File: src/design/bcs_pkg.sv
// ----------------------------------------------------------------------------
// bcs_pkg
// Types and constants shared by the brightness, contrast and saturation block.
// ----------------------------------------------------------------------------
package bcs_pkg;

	localparam int CFG_DATA_W = 15;

	// Rounding offset for a division by 255.
	localparam logic [7:0] BYTE_HALF = 8'd127;

	typedef enum logic [1:0] {
		REG_BRIGHTNESS = 2'd0,
		REG_CONTRAST   = 2'd1,
		REG_SATURATION = 2'd2,
		REG_PREMULT    = 2'd3
	} reg_index_t;

	// Alpha sits in the lowest byte, as on the stream buses.
	typedef struct packed {
		logic [7:0] blue;
		logic [7:0] green;
		logic [7:0] red;
		logic [7:0] alpha;
	} pix_t;

	// Settings as used by the datapath, already clamped to their ranges.
	typedef struct packed {
		logic signed [13:0] br;
		logic [14:0]        co;
		logic signed [13:0] sa;
		logic               pm;
		logic               ident;
	} cfg_t;

endpackage

File: src/design/bcs_out.sv
// ----------------------------------------------------------------------------
// bcs_out
// Clamp to 0..1, round to 8 bits, premultiply again and select the
// pass-through pixel, three stages ending in the output register.
// ----------------------------------------------------------------------------
module bcs_out #(
	parameter int FRAC_BITS = 12
) (
	input  logic                         clk,
	input  logic                         arst_n,
	input  bcs_pkg::cfg_t                cfg,
	input  logic                         in_valid,
	output logic                         in_ready,
	input  logic [2:0][FRAC_BITS+30:0]   in_v,
	input  bcs_pkg::pix_t                in_pix,
	output logic                         out_valid,
	input  logic                         out_ready,
	output bcs_pkg::pix_t                out_pix
);

	localparam int F    = FRAC_BITS;
	localparam int ONE  = 2 ** F;
	localparam int HALF = 2 ** (F - 1);
	localparam int MW   = F + 31;
	localparam int BW   = F + 9;

	logic             vld_s1, vld_s2, vld_s3;
	logic             stg1_rdy, stg2_rdy, stg3_rdy;
	logic [7:0]       byte_s1 [3];
	logic [7:0]       byte_s2 [3];
	logic [15:0]      n_s2 [3];
	bcs_pkg::pix_t    pix_s1, pix_s2, pix_s3;
	logic [F:0]       clip [3];
	logic [BW-1:0]    scaled [3];
	logic [15:0]      n_bias [3];
	logic [15:0]      q_sum [3];
	logic [7:0]       chan [3];
	logic             bypass;

	assign stg3_rdy = !vld_s3 || out_ready;
	assign stg2_rdy = !vld_s2 || stg3_rdy;
	assign stg1_rdy = !vld_s1 || stg2_rdy;
	assign in_ready = stg1_rdy;

	always_ff @(posedge clk or negedge arst_n) begin
		if (!arst_n) begin
			vld_s1 <= 1'b0;
			vld_s2 <= 1'b0;
			vld_s3 <= 1'b0;
		end else begin
			if (stg1_rdy) vld_s1 <= in_valid;
			if (stg2_rdy) vld_s2 <= vld_s1;
			if (stg3_rdy) vld_s3 <= vld_s2;
		end
	end

	always_comb begin
		for (int ln = 0; ln < 3; ln++) begin
			if ($signed(in_v[ln]) < 0) begin
				clip[ln] = '0;
			end else if ($signed(in_v[ln]) > MW'(ONE)) begin
				clip[ln] = (F+1)'(ONE);
			end else begin
				clip[ln] = in_v[ln][F:0];
			end
			scaled[ln] = {clip[ln], 8'h00} - BW'(clip[ln]) + BW'(HALF);
		end
	end

	// Division by 255 with half-up rounding, exact for the products of two bytes.
	always_comb begin
		bypass = cfg.ident || (pix_s2.alpha == 8'h00);
		for (int ln = 0; ln < 3; ln++) begin
			n_bias[ln] = n_s2[ln] + 16'(bcs_pkg::BYTE_HALF);
			q_sum[ln]  = n_bias[ln] + 16'd1 + {8'h00, n_bias[ln][15:8]};
			chan[ln]   = cfg.pm ? q_sum[ln][15:8] : byte_s2[ln];
		end
	end

	always_ff @(posedge clk) begin
		if (stg1_rdy && in_valid) begin
			for (int ln = 0; ln < 3; ln++) begin
				byte_s1[ln] <= scaled[ln][F+7:F];
			end
			pix_s1 <= in_pix;
		end
		if (stg2_rdy && vld_s1) begin
			for (int ln = 0; ln < 3; ln++) begin
				n_s2[ln] <= byte_s1[ln] * pix_s1.alpha;
			end
			byte_s2 <= byte_s1;
			pix_s2  <= pix_s1;
		end
		if (stg3_rdy && vld_s2) begin
			pix_s3.alpha <= pix_s2.alpha;
			pix_s3.red   <= bypass ? pix_s2.red   : chan[0];
			pix_s3.green <= bypass ? pix_s2.green : chan[1];
			pix_s3.blue  <= bypass ? pix_s2.blue  : chan[2];
		end
	end

	assign out_valid = vld_s3;
	assign out_pix   = pix_s3;

endmodule

File: config.mk
export PLATFORM = sky130hd
export DESIGN_NAME = bcs_out
export DESIGN_NICKNAME = d
export VERILOG_FILES = /design/src/design/bcs_pkg.sv /design/src/design/bcs_out.sv
export SDC_FILE = /design/constraint.sdc
export NUM_CORES = 1
export LEC_CHECK = 0
export BUFFER_PORTS_ARGS = -buffer_cell sky130_fd_sc_hd__buf_2
export CORE_ASPECT_RATIO = 0.75
export CORE_MARGIN = 4
export CORE_UTILIZATION = 55
export DETAILED_ROUTE_END_ITERATION = 10
export PLACE_DENSITY = 0.77
export SETUP_SLACK_MARGIN = 0.4
export SYNTH_ARGS = -nofsm -noshare
export SYNTH_HDL_FRONTEND = slang
export SYNTH_SLANG_ARGS = --single-unit
File: constraint.sdc
create_clock -name clk -period 7.7 [get_ports clk]
set_input_delay 1.54 -clock clk [delete_from_list [all_inputs] [get_ports clk]]
set_output_delay 1.54 -clock clk [all_outputs]
set_load 0.02 [all_outputs]
# After elaboration in Yosys (flattened, before gate mapping)
# Memory sizes are Yosys's and may differ from the RTL's.
# Index checks and enable logic that the tools add are counted.
# totals
register_bits	147
mem_bits_rw	48
input_bits	210
out_inout_bits	34
word_cells	71
mem_count	1
# memory_table
name	words	word_bits	rd	rd_ports_with_merged_regs	write_ports	line_no	rtl
n_s2	3	16	3	0	3	bcs_out.sv:31	logic [15:0] n_s2 [3];
# classes
add_sub_neg	15
n_mul	3
magnitude_cmp	6
mux	14
n_reduce_logical	11
# op_table
cell	count
> comparator 43 x 14 -> 1 bit, second input constant	3
< comparator 43 x 1 -> 1 bit, second input constant	3
two-way mux 13 bit	6
adder 20 x 12 -> 20 bit, second input constant	3
subtractor 20 x 13 -> 20 bit	3
adder 16 x 1 -> 16 bit, second input constant	3
adder 16 x 7 -> 16 bit, second input constant	3
adder 16 x 8 -> 16 bit	3
multiplier 8 x 8 -> 16 bit	3
two-way mux 8 bit	6
zero test 8 bit	1
logical OR 1 bit	4
logical AND 1 bit	3
zero test 1 bit	3
two-way mux 1 bit	2

# Logic depth before layout (Yosys ltp)
# logic_depth
word_depth	6
mapped_depth	18
mapped_depth_nobuf	17

# Worst setup path before layout
# Ideal clock, no wire load.
# synth_timing
kind	input -> register
start	input port in_v[86] in the netlist's numbering
end	register byte_s1[7] in the netlist's numbering (data pin)
setup_ps	265
arrival_ps	5289
t_required_ps	7435
path_slack_ps	2146
path_stages	15
path_buffers	1
cell_sequence	or4_1 -> or3_1 -> or4_1 -> a211oi_2 -> buf_2 -> nand2_1 -> ha_1 -> ha_1 -> a21o_1 -> a21oi_1 -> nand3_1 -> o21ai_0 -> o21ai_0 -> a311oi_1 -> xnor2_1
# synth_lines
item	line_no	rtl
start: declaration	bcs_out.sv:14	input logic [2:0][FRAC_BITS+30:0] in_v,
end signal: indexed assignment	bcs_out.sv:83	byte_s1[ln] <= scaled[ln][F+7:F];
end: declaration	bcs_out.sv:29	logic [7:0] byte_s1 [3];

==> results.md <==
- Critical Path Start Type: input pin
- Final Hold Vio Count: 0
- Synth top area cells: edfxtp_1 34%, ha_1 14%, fa_1 13%
- RSZ-0062 raised after global routing: false
- Drt first pass iters: 5
- Total CTS buffers: 17
- Final period utilization: 75.9%
- Grt met3 use: 3.92%
- Vias: 12500
- Register area share after synthesis: 34.8%
- Leading area contributor after synthesis: edfxtp_1
- Max-slew violation count: 0
- Post-CTS setup buffer count: 0
- Crit end category: register
- IO buf count: 200
- Hold crit path type: register to register
- Post-synth top area share: 34.3%
- Antenna viol nets, final: 0
- Die area: 33400 um^2
- Post-Syn Nets: 2158
- Pleak: 8.55 nW
- Gr busiest metal: met2
- Vias in the first global route: 12500
- Fin Hold WS: 0.426 ns
- Synthesized instance count: 1657
- # diodes: 0
- Setup CP Type: input pin to register
- CTS tree: built
- CTS Root Cell: clkbuf_16
- # rows: 55
- Detailed-route wire length: 36300 um
- Max-cap viol count: 0
- F_max: 171 MHz
- Core area: 30100 um^2
- Share of flip-flops with an asynchronous set or reset: 1.54%
- Post-synthesis mux area share: 0.499%
- Fill count: 2455
- Relative slew slack: 32.7%
- Least-Margin Pin Slew: 1.00 ns
- PD cells: 269 nW/um^2
- Critical path arrival: 6.03 ns
- Adder-Cell Fraction of Synth Area: 26.5%
- GRT Total Usage: 22.0%
- Initial antenna violation count: 1
- Critical path peak fanout: 13
- Post-synthesis compound-gate area fraction: 8.68%
- TritonCTS Sinks: 195
- Final GP Congestion: 0.870
- Clk_lat worst skew: 0.45 ns
- Synthesized cell area: 16800 um^2
- Synth Warn #: 0
- Clock Tree Buf Depth: 2
- Synth Flop Type: edfxtp_1
- R2R cell count: 15
- Count leader, synth: inv_1
- Congestion Overflow GR: 0
- DRT iter0 DRCs: 840
- Met1 GRT Util: 33.0%
- Fin nets: 2346
- Clock transition at the registers of the reported paths: 0.07 ns
- Final clock skew: 0.0155 ns
- Setup TNS: 0 ns
- Share of layout cells above drive strength 1: 14.5%
- Largest family of logic cells by synthesized area: adder cells
- Hold Path Stages: 0
- Max VDD drop: 0.208 mV
- Post-CTS sizing: 0
- Xor and xnor area share after synthesis: 5.22%
- Run status: finished, final reports clean
- Post-synth top cells: 215 x inv_1, 192 x edfxtp_1, 188 x nand2_1
- DRC violations left: 0
- Synth cell types: 82
- Largest net degree at the start of global routing: 57
- Initial Utilization: 55.7%
- Required @ worst endpoint: 7.89 ns
- DR vias/cell: 5.56
- Yosys reg bits: 195
- WL/cell: 16.1 um
- Post-DP HPWL: 28400 um
- Post-synthesis simple-gate area fraction: 18.5%
- Post-route minimum period: 5.84 ns
- Syn_area_per_cell: 10.1 um^2
- Met2 GRT Util: 33.9%
- H-Tree Depth: 4
- Post-CTS Hold Fix Bufs: 0
- First-pass GRT wire length: 61100 um
- Post-synth EDFFs: 192
- Final core utilization: 62.1%
- Top Ports: 244
- P&R area growth vs syn: 11.6%
- Die H: 159 um
- Setup violations, final: 0
- Width of the die: 210 um
## worst max-delay path, stage by stage
cell and delay, ns:
buf_2 0.10, or4_1 0.53, or3_1 0.34, or4_1 0.49, a211oi_2 0.60, nand2_1 0.21
ha_1 0.34, ha_1 0.31, a21o_1 0.18, a21oi_1 0.34, nand3_1 0.11, o21ai_0 0.32
o21ai_0 0.16, a311oi_1 0.33, xnor2_1 0.11
## per-layer routing
metal  vias up  part of all wire (%)  wire (um)
met4         2                  0.87        316
met2       406                    45      16200
met1      6021                    48      17400
met5         -                 0.019          7
met3        32                   6.4       2340
li1       6080                     -          -
## per-stage QoR
stage / instances / total power, mW / worst slack, ns / instance area (um^2)
2_1_floorplan: 1657 / 3.60 / 2.15 / 16800
3_3_place_gp: 2225 / 4.08 / 1.53 / 18200
3_5_place_dp: 2225 / 4.19 / 1.44 / 18200
4_1_cts: 2257 / 5.05 / 1.91 / 18700
5_1_grt: 2257 / 5.50 / 1.52 / 18700
6_report: 2257 / 5.03 / 1.86 / 18700
## registers in the layout, summed over array words and instances (netlist names)
name / flops
n_s2: 48
out_pix: 32
pix_s1: 32
pix_s2: 32
byte_s1: 24
byte_s2: 24
out_valid: 1
vld_s1: 1
vld_s2: 1
## layout by cell type (no fill, tap or decap), types with 63 or more instances in the layout
master,n
ha_1,183
inv_1,215
fa_1,108
nand2_1,188
and2_1,121
xnor2_1,65
nor2_1,76
buf_2,200
a21oi_1,63
edfxtp_1,192
## kinds of logic (layout without fill, tap and decap cells)
family / count (synthesis) / in the layout
DFF: 195 / 195
muxes: 8 / 8
xor gates and xnor gates: 100 / 100
adders and majority gates: 291 / 291
and+or+nand+nor: 592 / 592
buffers and inverters: 256 / 457
AOI/OAI and AO/OA: 215 / 215
## final timing paths
kind / startpoint / to / slack [ns]
max: in_v[86] / byte_s1[7] / 1.86
min: pix_s1[8] / pix_s2[8] / 0.43
max reg2reg: pix_s1[4] / n_s2[0][47] / 2.30
min reg2reg: pix_s1[8] / pix_s2[8] / 0.43
max in group asynchronous: arst_n / vld_s1 / 6.71
min in group asynchronous: arst_n / out_valid / 0.88
## layout make-up
type                    count  area (um^2)  share of cell area [%]
well taps                 399          499                    2.67
clock inverters            14          124                   0.661
multi-input cells        1206         9970                    53.2
flip-flops and latches    195         5840                    31.2
clock buffers              18          429                    2.29
inverters                 219          822                    4.39
repair buffers            206         1050                    5.58
## report_power, final
| part | leakage, nW | internal [mW] | total (mW) | switching [mW] |
|---|---|---|---|---|
| combinational | 6.40 | 1.11 | 2.53 | 1.42 |
| sequential | 1.89 | 1.47 | 1.67 | 0.192 |
| clock | 0.267 | 0.423 | 0.842 | 0.419 |
| total | 8.55 | 3.01 | 5.03 | 2.03 |
No activity file was read; power rests on OpenSTA's default activity.
