## config.mk

```make
export PLATFORM = sky130hd
export DESIGN_NAME = bcs_div
export DESIGN_NICKNAME = d
export VERILOG_FILES = /design/src/design/bcs_pkg.sv /design/src/design/bcs_div.sv
export SDC_FILE = /design/constraint.sdc
export NUM_CORES = 2
export LEC_CHECK = 0
export BUFFER_PORTS_ARGS = -buffer_cell sky130_fd_sc_hd__clkbuf_2
export CORE_ASPECT_RATIO = 0.5
export CORE_MARGIN = 8
export CORE_UTILIZATION = 56
export CTS_BUF_LIST = sky130_fd_sc_hd__clkbuf_8
export DETAILED_ROUTE_END_ITERATION = 12
export HOLD_SLACK_MARGIN = 0.08
export PLACE_DENSITY_LB_ADDON = 0.3
export SLEW_MARGIN = 20
export SYNTH_ARGS = -nofsm -noshare
export SYNTH_HDL_FRONTEND = slang
export SYNTH_SLANG_ARGS = --single-unit
export TNS_END_PERCENT = 50
```

## constraint.sdc

```tcl
create_clock -name clk -period 17.9 [get_ports clk]
set_input_delay 2.685 -clock clk [delete_from_list [all_inputs] [get_ports clk]]
set_output_delay 2.685 -clock clk [all_outputs]
set_load 0.005 [all_outputs]
```

## src/design/bcs_pkg.sv

```systemverilog
// ----------------------------------------------------------------------------
// bcs_pkg
// Types and constants shared by the brightness, contrast and saturation block.
// ----------------------------------------------------------------------------
package bcs_pkg;

	localparam int CFG_DATA_W = 15;

	// Rounding offset for a division by 255.
	localparam logic [7:0] BYTE_HALF = 8'd127;

	typedef enum logic [1:0] {
		REG_BRIGHTNESS = 2'd0,
		REG_CONTRAST   = 2'd1,
		REG_SATURATION = 2'd2,
		REG_PREMULT    = 2'd3
	} reg_index_t;

	// Alpha sits in the lowest byte, as on the stream buses.
	typedef struct packed {
		logic [7:0] blue;
		logic [7:0] green;
		logic [7:0] red;
		logic [7:0] alpha;
	} pix_t;

	// Settings as used by the datapath, already clamped to their ranges.
	typedef struct packed {
		logic signed [13:0] br;
		logic [14:0]        co;
		logic signed [13:0] sa;
		logic               pm;
		logic               ident;
	} cfg_t;

endpackage

```

## src/design/bcs_div.sv

```systemverilog
// ----------------------------------------------------------------------------
// bcs_div
// Pipelined restoring divider, three lanes with a shared 8-bit divisor.
// One quotient bit is settled in each stage.
// ----------------------------------------------------------------------------
module bcs_div #(
	parameter int FRAC_BITS = 12
) (
	input  logic                          clk,
	input  logic                          arst_n,
	input  logic                          in_valid,
	output logic                          in_ready,
	input  logic [2:0][FRAC_BITS+7:0]     in_num,
	input  logic [7:0]                    in_den,
	input  bcs_pkg::pix_t                 in_pix,
	output logic                          out_valid,
	input  logic                          out_ready,
	output logic [2:0][FRAC_BITS+7:0]     out_quo,
	output bcs_pkg::pix_t                 out_pix
);

	localparam int NW = FRAC_BITS + 8;

	logic                vld_s [1:NW];
	logic [2:0][NW-1:0]  quo_s [1:NW];
	logic [2:0][7:0]     rem_s [1:NW];
	logic [7:0]          den_s [1:NW];
	bcs_pkg::pix_t       pix_s [1:NW];
	logic                stg_rdy [1:NW+1];

	assign stg_rdy[NW+1] = out_ready;
	assign in_ready      = stg_rdy[1];

	for (genvar st = 1; st <= NW; st++) begin : g_stage
		logic               prv_vld;
		logic [2:0][NW-1:0] prv_quo;
		logic [2:0][7:0]    prv_rem;
		logic [7:0]         prv_den;
		bcs_pkg::pix_t      prv_pix;
		logic [2:0][NW-1:0] quo_d;
		logic [2:0][7:0]    rem_d;

		if (st == 1) begin : g_first
			assign prv_vld = in_valid;
			assign prv_quo = in_num;
			assign prv_rem = '0;
			assign prv_den = in_den;
			assign prv_pix = in_pix;
		end else begin : g_next
			assign prv_vld = vld_s[st-1];
			assign prv_quo = quo_s[st-1];
			assign prv_rem = rem_s[st-1];
			assign prv_den = den_s[st-1];
			assign prv_pix = pix_s[st-1];
		end

		assign stg_rdy[st] = !vld_s[st] || stg_rdy[st+1];

		for (genvar ln = 0; ln < 3; ln++) begin : g_lane
			logic [8:0] part;
			logic [8:0] diff;
			logic       ge;

			assign part      = {prv_rem[ln], prv_quo[ln][NW-1]};
			assign ge        = part >= {1'b0, prv_den};
			assign diff      = part - {1'b0, prv_den};
			assign rem_d[ln] = ge ? diff[7:0] : part[7:0];
			assign quo_d[ln] = {prv_quo[ln][NW-2:0], ge};
		end

		always_ff @(posedge clk or negedge arst_n) begin
			if (!arst_n) begin
				vld_s[st] <= 1'b0;
			end else if (stg_rdy[st]) begin
				vld_s[st] <= prv_vld;
			end
		end

		always_ff @(posedge clk) begin
			if (stg_rdy[st] && prv_vld) begin
				quo_s[st] <= quo_d;
				rem_s[st] <= rem_d;
				den_s[st] <= prv_den;
				pix_s[st] <= prv_pix;
			end
		end
	end

	assign out_valid = vld_s[NW];
	assign out_quo   = quo_s[NW];
	assign out_pix   = pix_s[NW];

endmodule

```

# Yosys cells after proc, flatten, opt, wreduce, memory -nomap -nowiden

Memory sizes are Yosys's and may differ from the RTL's.
Index checks and enable logic that the tools add are counted.

Add/subtract/negate cells: 60
$lt $le $gt $ge: 60
Mux-type cells: 100
Reductions and logical operators: 60

Operators with widths:

| kind                | number |
|---|---|
| $ge A9 B8 Y1        | 57 |
| $mux W8             | 60 |
| $sub A8 B8 Y8       | 57 |
| $mux W1             | 40 |
| $ge A1 B8 Y1        | 3 |
| $sub A1 B8 Y8       | 3 |
| $logic_and A1 B1 Y1 | 20 |
| $logic_not A1 Y1    | 20 |
| $logic_or A1 B1 Y1  | 20 |

Register bits: 20
Memory bits (writable): 2480
Input port bits: 104
Output and inout port bits: 94
Logic and storage cells: 304
Memories: 4

Memory list:

| name  | words | bits a word | read ports | clocked after memory_dff | wr ports | RTL line      | text |
|---|---|---|---|---|---|---|---|
| quo_s | 20    | 60          | 20         | 0                        | 20       | bcs_div.sv:25 | `logic [2:0][NW-1:0] quo_s [1:NW];` |
| pix_s | 20    | 32          | 20         | 0                        | 20       | bcs_div.sv:28 | `bcs_pkg::pix_t pix_s [1:NW];` |
| rem_s | 20    | 24          | 19         | 0                        | 20       | bcs_div.sv:26 | `logic [2:0][7:0] rem_s [1:NW];` |
| den_s | 20    | 8           | 19         | 0                        | 20       | bcs_div.sv:27 | `logic [7:0] den_s [1:NW];` |

# Longest topological paths before layout

Depth after elaboration: 24
Mapped depth: 8
Mapped depth without buffers: 8

# Worst setup path before layout

No wires, ideal clock.

Path kind: input to register
Start: input port out_ready
End: register, netlist name den_s[0][10]
Setup time: 798 ps
Arrival: 12270 ps
Required time: 17102 ps
Setup slack: 4832 ps
Stages on the path: 5
Path buffers: 0
Path through: nand4b_4 > nor3_1 > and3_1 > and4_1 > a21boi_0

RTL lines:

| item            | RTL line      | text |
|---|---|---|
| start, declared | bcs_div.sv:17 | `input logic out_ready,` |

# Worst setup path after layout

Start: input port out_ready
End: output port in_ready

Longest elaborated chain between the ends: 20

Ends and longest elaborated chain:

| item                             | RTL line      | text |
|---|---|---|
| $logic_or A1 B1 Y1 (20 in a row) | bcs_div.sv:57 | `assign stg_rdy[st] = !vld_s[st] \|\| stg_rdy[st+1];` |
| end, declared                    | bcs_div.sv:12 | `output logic in_ready,` |

Every way passes these cells.

==> impl_metrics.tcl <==
set metrics [dict create \
    p_total_mw 18.4 \
    clk_latency_ns 0.92 \
    maxCapViolations 0 \
    cp_top_family "simple AND/OR/NAND/NOR gates" \
    yosysTopAreaCell "edfxtp_1" \
    fin_crit_sh_pct 41.0 \
    fin_cells 9221 \
    crit_path_max_incr_delay_ns 0.66 \
    hpwl_um 134000 \
    final_cell_mix "2448 x edfxtp_1, 462 x ha_1, 425 x inv_1" \
    nNetsFinal 7174 \
    area_growth_pct 10.7 \
    cp_max_fo 7 \
    period_needed_ns 7.35 \
    cts_resized 0 \
    postRouteAntennaNets 0 \
    grt_max_degree 125 \
    synth_top_area_share_pct 73.2 \
    dp_slack_ns 10.56 \
    ys.flop_type "edfxtp_1" \
    async_flop_share_pct 0.810 \
    crit_required_ns 15.21 \
    hold_viol_final 0 \
    syn_area_per_cell_um2 16.8 \
    setup_viol 0 \
    synth.yosys.seq_area_share_pct 73.7 \
    finish.utilization_pct 62.1 \
    overflow 0 \
    cts_tree "done" \
    synth_top_family_by_area "compound AO/OA/AOI/OAI gates" \
    io_buffers 197 \
    crit_top_cell "clkbuf_2" \
    critical_path_class "primary input to primary output" \
    hold_slack_ns 0.371 \
    placed_cell_area_um2 105000 \
    ys_types 56 \
    drc 0 \
    rows 110 \
    firstDrtPassIters 8 \
    dp_cells 8621 \
    htree_levels 5 \
    dr.first_iter.drc_count 3835 \
    reg2reg_slack_ns 14.21 \
    avgRoutedWirePerCell_um 20.4 \
    crit_chain "clkbuf_2 -> nand4b_4 -> nor3_1 -> and3_1 -> and4_1 -> nand2_1 -> clkbuf_2" \
    hold_class "flop to flop" \
    worst-path-stages 7 \
    layout_setup_ws_ns 10.55 \
    ys_seq_elements 2468 \
    hp-start "quo_s[0][575]" \
    layout-drive-gt1-share_pct 16.3 \
    critPathBufInv 2 \
    grt_pass1_wl_um 291000 \
    fin_area_um2 111000 \
    postCtsSetupBuffers 0 \
    relSlewSlack_pct 28.0 \
    synth_fa_ha_area_share_pct 6.83 \
    synth_cells 5980 \
    clk_pin_slew_worst_paths_ns 0.06 \
    slew_viol_final 0 \
    rsz0062_at_grt "no" \
    cp-startpoint "out_ready" \
    cts_sinks 2468 \
    synth_compound_area_share_pct 7.30 \
    clock_path_buffers 4 \
    fmax_mhz 136 \
    arrival_ns 4.66 \
    cp_slowest_cell "nor3_1" \
    dieArea_um2 194000 \
    power_density_nw_per_um2 166 \
    grt_pass1_vias 53000 \
    synth_edf_count 2448 \
    cts_buffers 338 \
    drt_wl_total_um 188000 \
    irDropWorstVdd_mv 0.0636 \
    r2r-start "g_stage[18].prv_vld" \
    post_drt_via_cell_ratio 5.57 \
    mappedNetlistArea_um2 100000 \
    floorplan.initialDensity_pct 56.1 \
    cp-endpoint "in_ready" \
    worst_slew_pin_slew_ns 1.08 \
    antenna_found_initial 1 \
    finalSetupTns_ns 0 \
    grt_util_all_layers_pct 19.0 \
    die-width_um 615 \
    vias 51300 \
    clock_tree.root_cell "clkbuf_8" \
    r2r_end "quo_s[0][89]" \
    cp-end-kind "primary output" \
    cp-start-kind "primary input" \
    ys_warn_count 0 \
    ff2ff_path_depth 8 \
    core_area_um2 179000 \
    final_common_cell "edfxtp_1" \
    design.portCount 198 \
    skew_ns 0.0608 \
    gp_congestion 0.909 \
    yosys.area_share.simple_pct 5.97 \
    ys_top_cells_by_area "edfxtp_1 73%, ha_1 5.8%, mux2_2 3.0%, nor2_1 1.5%, mux2i_1 1.5%" \
    hold_buffers 0 \
    synthMuxAreaShare_pct 4.52 \
    status "finished clean" \
    synth_nets 6600 \
    p_leak_nw 40.4 \
    die_y_um 316 \
    synth-xor-area-share_pct 0.497 \
]
## cell usage after synthesis (all sizes together), types with 2 or more instances
| library cell | count |
|---|---|
| edfxtp | 2448 |
| ha | 462 |
| nor2 | 409 |
| inv | 325 |
| o21ai | 305 |
| mux2 | 270 |
| o21a | 165 |
| nor2b | 155 |
| mux2i | 150 |
| a21oi | 140 |
| a211oi | 126 |
| nor3 | 122 |
| nand4 | 108 |
| o31a | 108 |
| nand2 | 82 |
| or2 | 60 |
| nand3 | 57 |
| xnor2 | 56 |
| fa | 54 |
| o31ai | 54 |
| a32oi | 42 |
| or4b | 42 |
| nor4 | 38 |
| or3 | 38 |
| a21boi | 21 |
| dfrtp | 20 |
| a31oi | 16 |
| or4 | 14 |
| o211ai | 13 |
| a21o | 12 |
| a311oi | 11 |
| o41ai | 11 |
| nand2b | 9 |
| and2 | 8 |
| and3 | 6 |
| a221oi | 4 |
| o32ai | 4 |
| a2bb2oi | 3 |
| and4 | 3 |
| o311ai | 2 |
## logic make-up (layout without fill, tap and decap cells)
| group | after synthesis | after routing |
|---|---|---|
| buf+inv | 326 | 1154 |
| compound gates | 1039 | 1039 |
| flops | 2468 | 2468 |
| other cells | 0 | 5 |
| xor+xnor | 57 | 57 |
| simple gates | 1154 | 1154 |
| fa+ha+maj | 516 | 516 |
| mux | 420 | 420 |
## metal layers
metal	share of wire, %	vias to the layer above	GRT usage [%]	wire length (µm)
li1	-	24800	-	-
met4	4.3	0	8.70	8170
met2	51	1226	34.7	96700
met3	3.7	424	3.05	7040
met1	41	24900	22.3	76500
met5	0	-	0	0
## registers in the layout (all words and copies together), names as in the netlist
| signal | flops |
|---|---|
| g_stage.prv_vld | 19 |
| pix_s | 640 |
| quo_s | 1200 |
| rem_s | 456 |
| den_s | 152 |
| out_valid | 1 |
## worst reg2reg max path: stages (launching register included)
cell	delay, ns
dfrtp_1	0.45
nand2_1	0.14
nor3_1	0.69
and3_1	0.37
and4_1	0.40
a21boi_4	0.09
buf_4	0.22
buf_4	0.40
buf_4	0.47
## worst min path at each step
stage	slack, ns	to	cells past startpoint
6_report	0.37	quo_s[0][636]	0
5_1_grt	0.39	pix_s[2][37]	0
4_1_cts	0.38	quo_s[0][636]	0
3_5_place_dp	0.40	pix_s[0][102]	0
3_3_place_gp	0.40	quo_s[0][831]	0
2_1_floorplan	0.40	pix_s[0][100]	0
## where the power goes
part	internal, mW	switching (mW)	leakage [nW]
Sequential	8.17	0.544	24.1
Combinational	2.51	3.21	12.8
Clock	2.01	2.00	3.54
Total	12.7	5.75	40.4
## final cells by class
cell class	instances	area, µm²
Sequential cell	2468	74000
Fill cell	12500	67900
Multi-Input combinational cell	3186	25400
Clock buffer	346	4760
Tap cell	2408	3010
Clock inverter	248	1460
Timing Repair Buffer	235	1310
Inverter	325	1220
Antenna cell	5	12.5
Power figures use the tool's default switching activity.
