--- src/design/bcs_pkg.sv ---
// ----------------------------------------------------------------------------
// bcs_pkg
// Types and constants shared by the brightness, contrast and saturation block.
// ----------------------------------------------------------------------------
package bcs_pkg;

	localparam int CFG_DATA_W = 15;

	// Rounding offset for a division by 255.
	localparam logic [7:0] BYTE_HALF = 8'd127;

	typedef enum logic [1:0] {
		REG_BRIGHTNESS = 2'd0,
		REG_CONTRAST   = 2'd1,
		REG_SATURATION = 2'd2,
		REG_PREMULT    = 2'd3
	} reg_index_t;

	// Alpha sits in the lowest byte, as on the stream buses.
	typedef struct packed {
		logic [7:0] blue;
		logic [7:0] green;
		logic [7:0] red;
		logic [7:0] alpha;
	} pix_t;

	// Settings as used by the datapath, already clamped to their ranges.
	typedef struct packed {
		logic signed [13:0] br;
		logic [14:0]        co;
		logic signed [13:0] sa;
		logic               pm;
		logic               ident;
	} cfg_t;

endpackage

--- src/design/bcs_tone.sv ---
// ----------------------------------------------------------------------------
// bcs_tone
// Brightness offset and contrast gain about one half, three stages.
// ----------------------------------------------------------------------------
module bcs_tone #(
	parameter int FRAC_BITS = 12
) (
	input  logic                                   clk,
	input  logic                                   arst_n,
	input  bcs_pkg::cfg_t                          cfg,
	input  logic                                   in_valid,
	output logic                                   in_ready,
	input  logic [2:0][FRAC_BITS+7:0]              in_x,
	input  bcs_pkg::pix_t                          in_pix,
	output logic                                   out_valid,
	input  logic                                   out_ready,
	output logic [2:0][FRAC_BITS+27:0]             out_v,
	output bcs_pkg::pix_t                          out_pix
);

	localparam int F    = FRAC_BITS;
	localparam int NW   = F + 8;
	localparam int TW   = NW + 2;
	localparam int PW   = TW + 16;
	localparam int VW   = PW - F + 1;
	localparam int HALF = 2 ** (F - 1);

	logic                 vld_s1, vld_s2, vld_s3;
	logic                 stg1_rdy, stg2_rdy, stg3_rdy;
	logic signed [TW-1:0] t_s1 [3];
	logic signed [PW-1:0] p_s2 [3];
	logic signed [VW-1:0] v_s3 [3];
	bcs_pkg::pix_t        pix_s1, pix_s2, pix_s3;
	logic signed [PW-1:0] p_rnd [3];

	assign stg3_rdy = !vld_s3 || out_ready;
	assign stg2_rdy = !vld_s2 || stg3_rdy;
	assign stg1_rdy = !vld_s1 || stg2_rdy;
	assign in_ready = stg1_rdy;

	always_ff @(posedge clk or negedge arst_n) begin
		if (!arst_n) begin
			vld_s1 <= 1'b0;
			vld_s2 <= 1'b0;
			vld_s3 <= 1'b0;
		end else begin
			if (stg1_rdy) vld_s1 <= in_valid;
			if (stg2_rdy) vld_s2 <= vld_s1;
			if (stg3_rdy) vld_s3 <= vld_s2;
		end
	end

	always_comb begin
		for (int ln = 0; ln < 3; ln++) begin
			p_rnd[ln] = p_s2[ln] + PW'(HALF);
		end
	end

	always_ff @(posedge clk) begin
		if (stg1_rdy && in_valid) begin
			for (int ln = 0; ln < 3; ln++) begin
				t_s1[ln] <= $signed({2'b00, in_x[ln]}) + TW'(cfg.br) - TW'(HALF);
			end
			pix_s1 <= in_pix;
		end
		if (stg2_rdy && vld_s1) begin
			for (int ln = 0; ln < 3; ln++) begin
				p_s2[ln] <= t_s1[ln] * $signed({1'b0, cfg.co});
			end
			pix_s2 <= pix_s1;
		end
		if (stg3_rdy && vld_s2) begin
			for (int ln = 0; ln < 3; ln++) begin
				v_s3[ln] <= VW'($signed(p_rnd[ln][PW-1:F])) + VW'(HALF);
			end
			pix_s3 <= pix_s2;
		end
	end

	assign out_valid = vld_s3;
	assign out_pix   = pix_s3;
	for (genvar ln = 0; ln < 3; ln++) begin : g_out
		assign out_v[ln] = (F + 28)'(v_s3[ln]);
	end

endmodule

--- config.mk ---
export PLATFORM = sky130hd
export DESIGN_NAME = bcs_tone
export DESIGN_NICKNAME = d
export VERILOG_FILES = /design/src/design/bcs_pkg.sv /design/src/design/bcs_tone.sv
export SDC_FILE = /design/constraint.sdc
export NUM_CORES = 2
export LEC_CHECK = 0
export ABC_AREA = 1
export BUFFER_PORTS_ARGS = -buffer_cell sky130_fd_sc_hd__buf_2
export CAP_MARGIN = 30
export CELL_PAD_IN_SITES_DETAIL_PLACEMENT = 0
export CELL_PAD_IN_SITES_GLOBAL_PLACEMENT = 1
export CORE_MARGIN = 8
export CORE_UTILIZATION = 49
export CTS_CLUSTER_DIAMETER = 120
export DETAILED_ROUTE_END_ITERATION = 12
export PLACE_DENSITY_LB_ADDON = 0.1
export SLEW_MARGIN = 30
export SYNTH_ARGS = -nofsm -noshare
export SYNTH_HDL_FRONTEND = slang
export SYNTH_SLANG_ARGS = --single-unit
--- constraint.sdc ---
create_clock -name clk -period 7.4 [get_ports clk]
set_input_delay 0.37 -clock clk [delete_from_list [all_inputs] [get_ports clk]]
set_output_delay 0.37 -clock clk [all_outputs]
set_load 0.005 [all_outputs]
Yosys cells after proc, flatten, opt, wreduce, memory -nomap -nowiden:

Memory sizes are Yosys's and may differ from the RTL's.
Cells that the tools add are included.

* bits of input ports: 141
* bits in registers: 99
* output and inout port bits: 154
* bits in writable memories: 261
* logic and storage cells: 48
* memories: 3

Memories
* p_s2: words 3, bits a word 38, read ports 3, clocked after Yosys merged registers in 0, wr ports 3, line bcs_tone.sv:31 `logic signed [PW-1:0] p_s2 [3];`
* v_s3: words 3, bits a word 27, read ports 3, clocked after Yosys merged registers in 0, wr ports 3, line bcs_tone.sv:32 `logic signed [VW-1:0] v_s3 [3];`
* t_s1: words 3, bits a word 22, read ports 3, clocked after Yosys merged registers in 0, wr ports 3, line bcs_tone.sv:30 `logic signed [TW-1:0] t_s1 [3];`

* reductions and logical operators: 9
* $mul: 3
* add/subtract/negate cells: 12
* mux-type cells: 6

Operators by type and width (number)
* 38-bit by 13-bit adder with 38-bit output, second input constant: 3
* 22-bit by 16-bit multiplier with 38-bit output: 3
* 26-bit by 13-bit adder with 27-bit output, second input constant: 3
* 21-bit by 14-bit adder with 22-bit output: 3
* 22-bit by 13-bit subtractor with 22-bit output, second input constant: 3
* 1-bit two-way mux: 6
* 1-bit logical AND: 3
* 1-bit logical NOT: 3
* 1-bit logical OR: 3

Depth between registers and ports, before layout:

* depth in word-level cells: 7
* gate-level depth with buffers: 29

Worst setup path before layout:

Ideal clock, no wire load.

* path type: register to register
* from: reg vld_s3 (netlist: out_valid)
* to: reg pix_s3, in the netlist out_pix[0], enable pin
* required time: 6.778 ns
* setup slack: 0.900 ns
* period minus slack after synthesis: 6.500 ns
* cell stages (with the launch flop): 2
* setup time: 0.622 ns
* arrival time: 5.878 ns
* cells stage by stage: dfrtp_1 -> a21oi_1

* cells in the longest elaborated chain, start to end: 3

RTL lines
* start, declared: line bcs_tone.sv:28 `logic vld_s1, vld_s2, vld_s3;`
* start signal, assigned: line bcs_tone.sv:49 `if (stg3_rdy) vld_s3 <= vld_s2;`
* 1-bit logical NOT: line bcs_tone.sv:36 `assign stg3_rdy = !vld_s3 || out_ready;`
* 1-bit logical OR: line bcs_tone.sv:36
* 1-bit logical AND: line bcs_tone.sv:72 `if (stg3_rdy && vld_s2) begin`
* end signal, assigned: line bcs_tone.sv:76 `pix_s3 <= pix_s2;`
* end, declared: line bcs_tone.sv:33 `bcs_pkg::pix_t pix_s1, pix_s2, pix_s3;`

Every way passes these cells.
A chain may end at the register's enable or synchronous reset.

==> run_results.csv <==
group,metric,value,unit
setup_path,crit_path_end_kind,"register",
cells_and_area,finish.utilization,53.2,%
job,cap_violations,0,
setup_path,critPathKind,"reg -> reg",
timing,setup_ws,0.914,ns
synth,synth_most_common_cell,"inv_1",
setup_path,cp_slowest_cell,"fa_1",
grt,grt_util_met2,40.2,%
cells_and_area,num-nets-final,8522,
setup_path,worst_ep_required_time,7.76,ns
synth,synth_top_area_share,34.9,%
cts,cts_buffers,42,
placed_design,gp_routability_congestion,0.898,
setup_path,crit_chain,"nand2_1 -> fa_1 -> fa_1 -> inv_1 -> fa_1 -> inv_1 -> fa_1 -> fa_1 -> inv_1 -> fa_1 -> ha_1 -> inv_1 -> nor3_1 -> nand2_1 -> nor3_1 -> nand3_1 -> nand4_1 -> nand2_1",
synth,synth_cell_types,48,
timing,period_share,87.7,%
die,die_y,354,um
drt,avgViaCountPerCell,4.93,
grt,grt_overflow,0,
synth,yosysWarnings,0,
grt,grt_max_degree,67,
die,initial_core_util,49.1,%
timing,fin_worst_skew,0.0512,ns
grt,antenna_found_initial,5,
grt,use_met1,32.9,%
cts,cts.root.buffer_cell,"clkbuf_16",
synth,syn_nets,8316,
setup_path,cp_num_buf_inv,4,
setup_path,crit_top_cell,"fa_1",
timing,finalSetupTns,0,ns
cts,clk_path_buf_depth,3,
cells_and_area,drive_gt1_share,6.56,%
timing,hold_violations,0,
synth,ys_top_cells_by_area,"fa_1, edfxtp_1, inv_1",
placed_design,pre_cts_ws,0.741,ns
grt,grt.busiest_layer,"met2",
timing,tightest_slew,0.947,ns
die,core-area,114000,um^2
synth,netlist_top_cells_count,"inv_1, nand2_1, fa_1, ha_1, nor2_1",
cells_and_area,area_growth,8.34,%
drt,drtIter0Drc,2320,
synth,async_flop_share,0.917,%
setup_path,crit_fanout,15,
placed_design,hpwl,123000,um
placed_design,portBuffers,278,
synth,synth_top_area_cell,"fa_1",
cts,clk-insertion-delay-late,0.62,ns
timing,max-slew-margin-rel,36.9,%
die,die_x,354,um
setup_path,crit_arrival,6.85,ns
drt,drc,0,
synth,ys_ff_latch,327,
grt,grt_pass1_vias,44600,
cts,cts_tree,"yes",
timing,setup_viol,0,
drt,wl_per_cell,17.1,um
cts,clk_pin_slew,0.06,ns
grt,grt_pass1_wl,240000,um
setup_path,cp-start-kind,"register",
setup_path,critPathTopFamily,"adder cells",
timing,rsz0062_at_grt,"false",
setup_path,max_stage_delay,0.79,ns
die,io-pin-count,295,
cells_and_area,fillers,11000,
hold_path,hold_path_class,"in -> reg",
timing,slew_viol_final,0,
outcome,outcome,"finished clean",
die,dieArea,125000,um^2
timing,period_minus_slack,6.49,ns
drt,via_count,42200,
cts,cts.sinks,327,
grt,grt_usage,23.8,%
synth,syn_inst,6801,
synth,synth_flop_cell,"edfxtp_1",
synth,ys_seq_area_share,17.5,%
synth,syn_avg_cell_area,8.22,um^2
drt,wirelength,146000,um
grt,use_met3,3.41,%
synth,synth_edf_count,324,
synth,synth_area,55900,um^2
die,rows,124,
timing,hold_ws,0.0710,ns
cts,cts_max_level,2,
timing,max_freq,154,MHz
drt,postRouteAntennaNets,0,
drt,dr.pass1.iters,7,
[metal layers]
metal / vias to the layer above / wire length (um)
met5: - / 12
met4: 2 / 2090
met3: 140 / 8670
met2: 971 / 69600
met1: 20700 / 65700
li1: 20400 / -
[sequential cells by signal, indices dropped and copies added (netlist names)]
name	cells
v_s3	81
out_valid	1
vld_s2	1
vld_s1	1
pix_s1	32
out_pix	32
pix_s2	32
t_s1	66
p_s2	81
[repair_timing]
item,in CTS,in global routing
gates resized for setup,0,0
endpoints found under the hold margin,36,0
setup buffers,0,0
hold buffers,34,0
[worst reg2reg max path, stage by stage (launching register included)]
cell	delay, ns
edfxtp_1	0.72
nand2_1	0.25
fa_1	0.79
fa_1	0.45
inv_1	0.38
fa_1	0.56
inv_1	0.13
fa_1	0.44
fa_1	0.49
inv_1	0.05
fa_1	0.49
ha_1	0.38
inv_1	0.11
nor3_1	0.27
nand2_1	0.11
nor3_1	0.30
nand3_1	0.15
nand4_1	0.12
nand2_1	0.05
[placed cells by master (no fill, tap or decap), drive strengths merged, types with 2 or more instances in the layout]
| cell | Yosys | final |
|---|---|---|
| a211oi | 6 | 6 |
| a21boi | 9 | 9 |
| a21o | 24 | 24 |
| a21oi | 177 | 177 |
| a221oi | 4 | 4 |
| a31oi | 21 | 21 |
| and2 | 6 | 6 |
| and3 | 2 | 2 |
| buf | 67 | 338 |
| bufinv | 0 | 5 |
| clkbuf | 143 | 45 |
| clkinv | 1 | 20 |
| dfrtp | 3 | 3 |
| diode | 0 | 3 |
| dlygate4sd3 | 0 | 34 |
| edfxtp | 324 | 324 |
| fa | 975 | 975 |
| ha | 399 | 399 |
| inv | 1858 | 1864 |
| nand2 | 1798 | 1798 |
| nand3 | 162 | 162 |
| nand3b | 3 | 3 |
| nand4 | 34 | 34 |
| nor2 | 402 | 402 |
| nor3 | 28 | 28 |
| nor4 | 19 | 19 |
| o211ai | 2 | 2 |
| o21a | 9 | 9 |
| o21ai | 104 | 104 |
| o21bai | 28 | 28 |
| o311ai | 3 | 3 |
| or2 | 2 | 2 |
| xnor2 | 61 | 61 |
| xor2 | 122 | 122 |
[worst paths after layout]
path,start,endpoint,slack [ns],cells past startpoint
worst min-delay path,out_ready,out_valid,0.07,4
worst max register to register,t_s1[0][21],p_s2[0][36],0.91,18
max in group asynchronous,arst_n,vld_s2,7.21,2
worst max-delay path,t_s1[0][21],p_s2[0][36],0.91,18
worst min register to register,pix_s1[27],pix_s2[27],0.41,0
min in group asynchronous,arst_n,vld_s1,0.09,2
[stage by stage]
stage / instance area (um^2) / cells
after global routing: 60500 / 8551
after global placement: 58800 / 8441
after floorplan: 55900 / 6801
after CTS: 60500 / 8551
final: 60600 / 8554
after detailed placement: 58800 / 8441
[logic make-up (layout without fill, tap and decap cells)]
| family | Yosys count | after routing | synth area share (%) |
|---|---|---|---|
| XOR/XNOR | 183 | 183 | 2.89 |
| other | 0 | 3 | 0 |
| adder cells (fa/ha/maj) | 1374 | 1374 | 43.9 |
| AO/OA/AOI/OAI | 391 | 391 | 3.97 |
| AND/OR/NAND/NOR | 2457 | 2457 | 17.6 |
| flip-flops | 327 | 327 | 17.5 |
| buffers and inverters | 2069 | 2307 | 14.2 |
[layout make-up]
type                            count  area, um^2  area share [%]
Clock inverter                     31         350           0.579
Antenna cell                        3        7.51          0.0124
Clock buffer                       45        1060            1.75
Sequential cell                   327        9800            16.2
Timing Repair Buffer              372        2270            3.75
Tap cell                         1512        1890            3.12
Inverter                         1859        6980            11.5
Multi-Input combinational cell   4405       38200            63.1
Power is not shown: default switching activity piles up to over one toggle a cycle in this logic, so the estimate is an artifact.
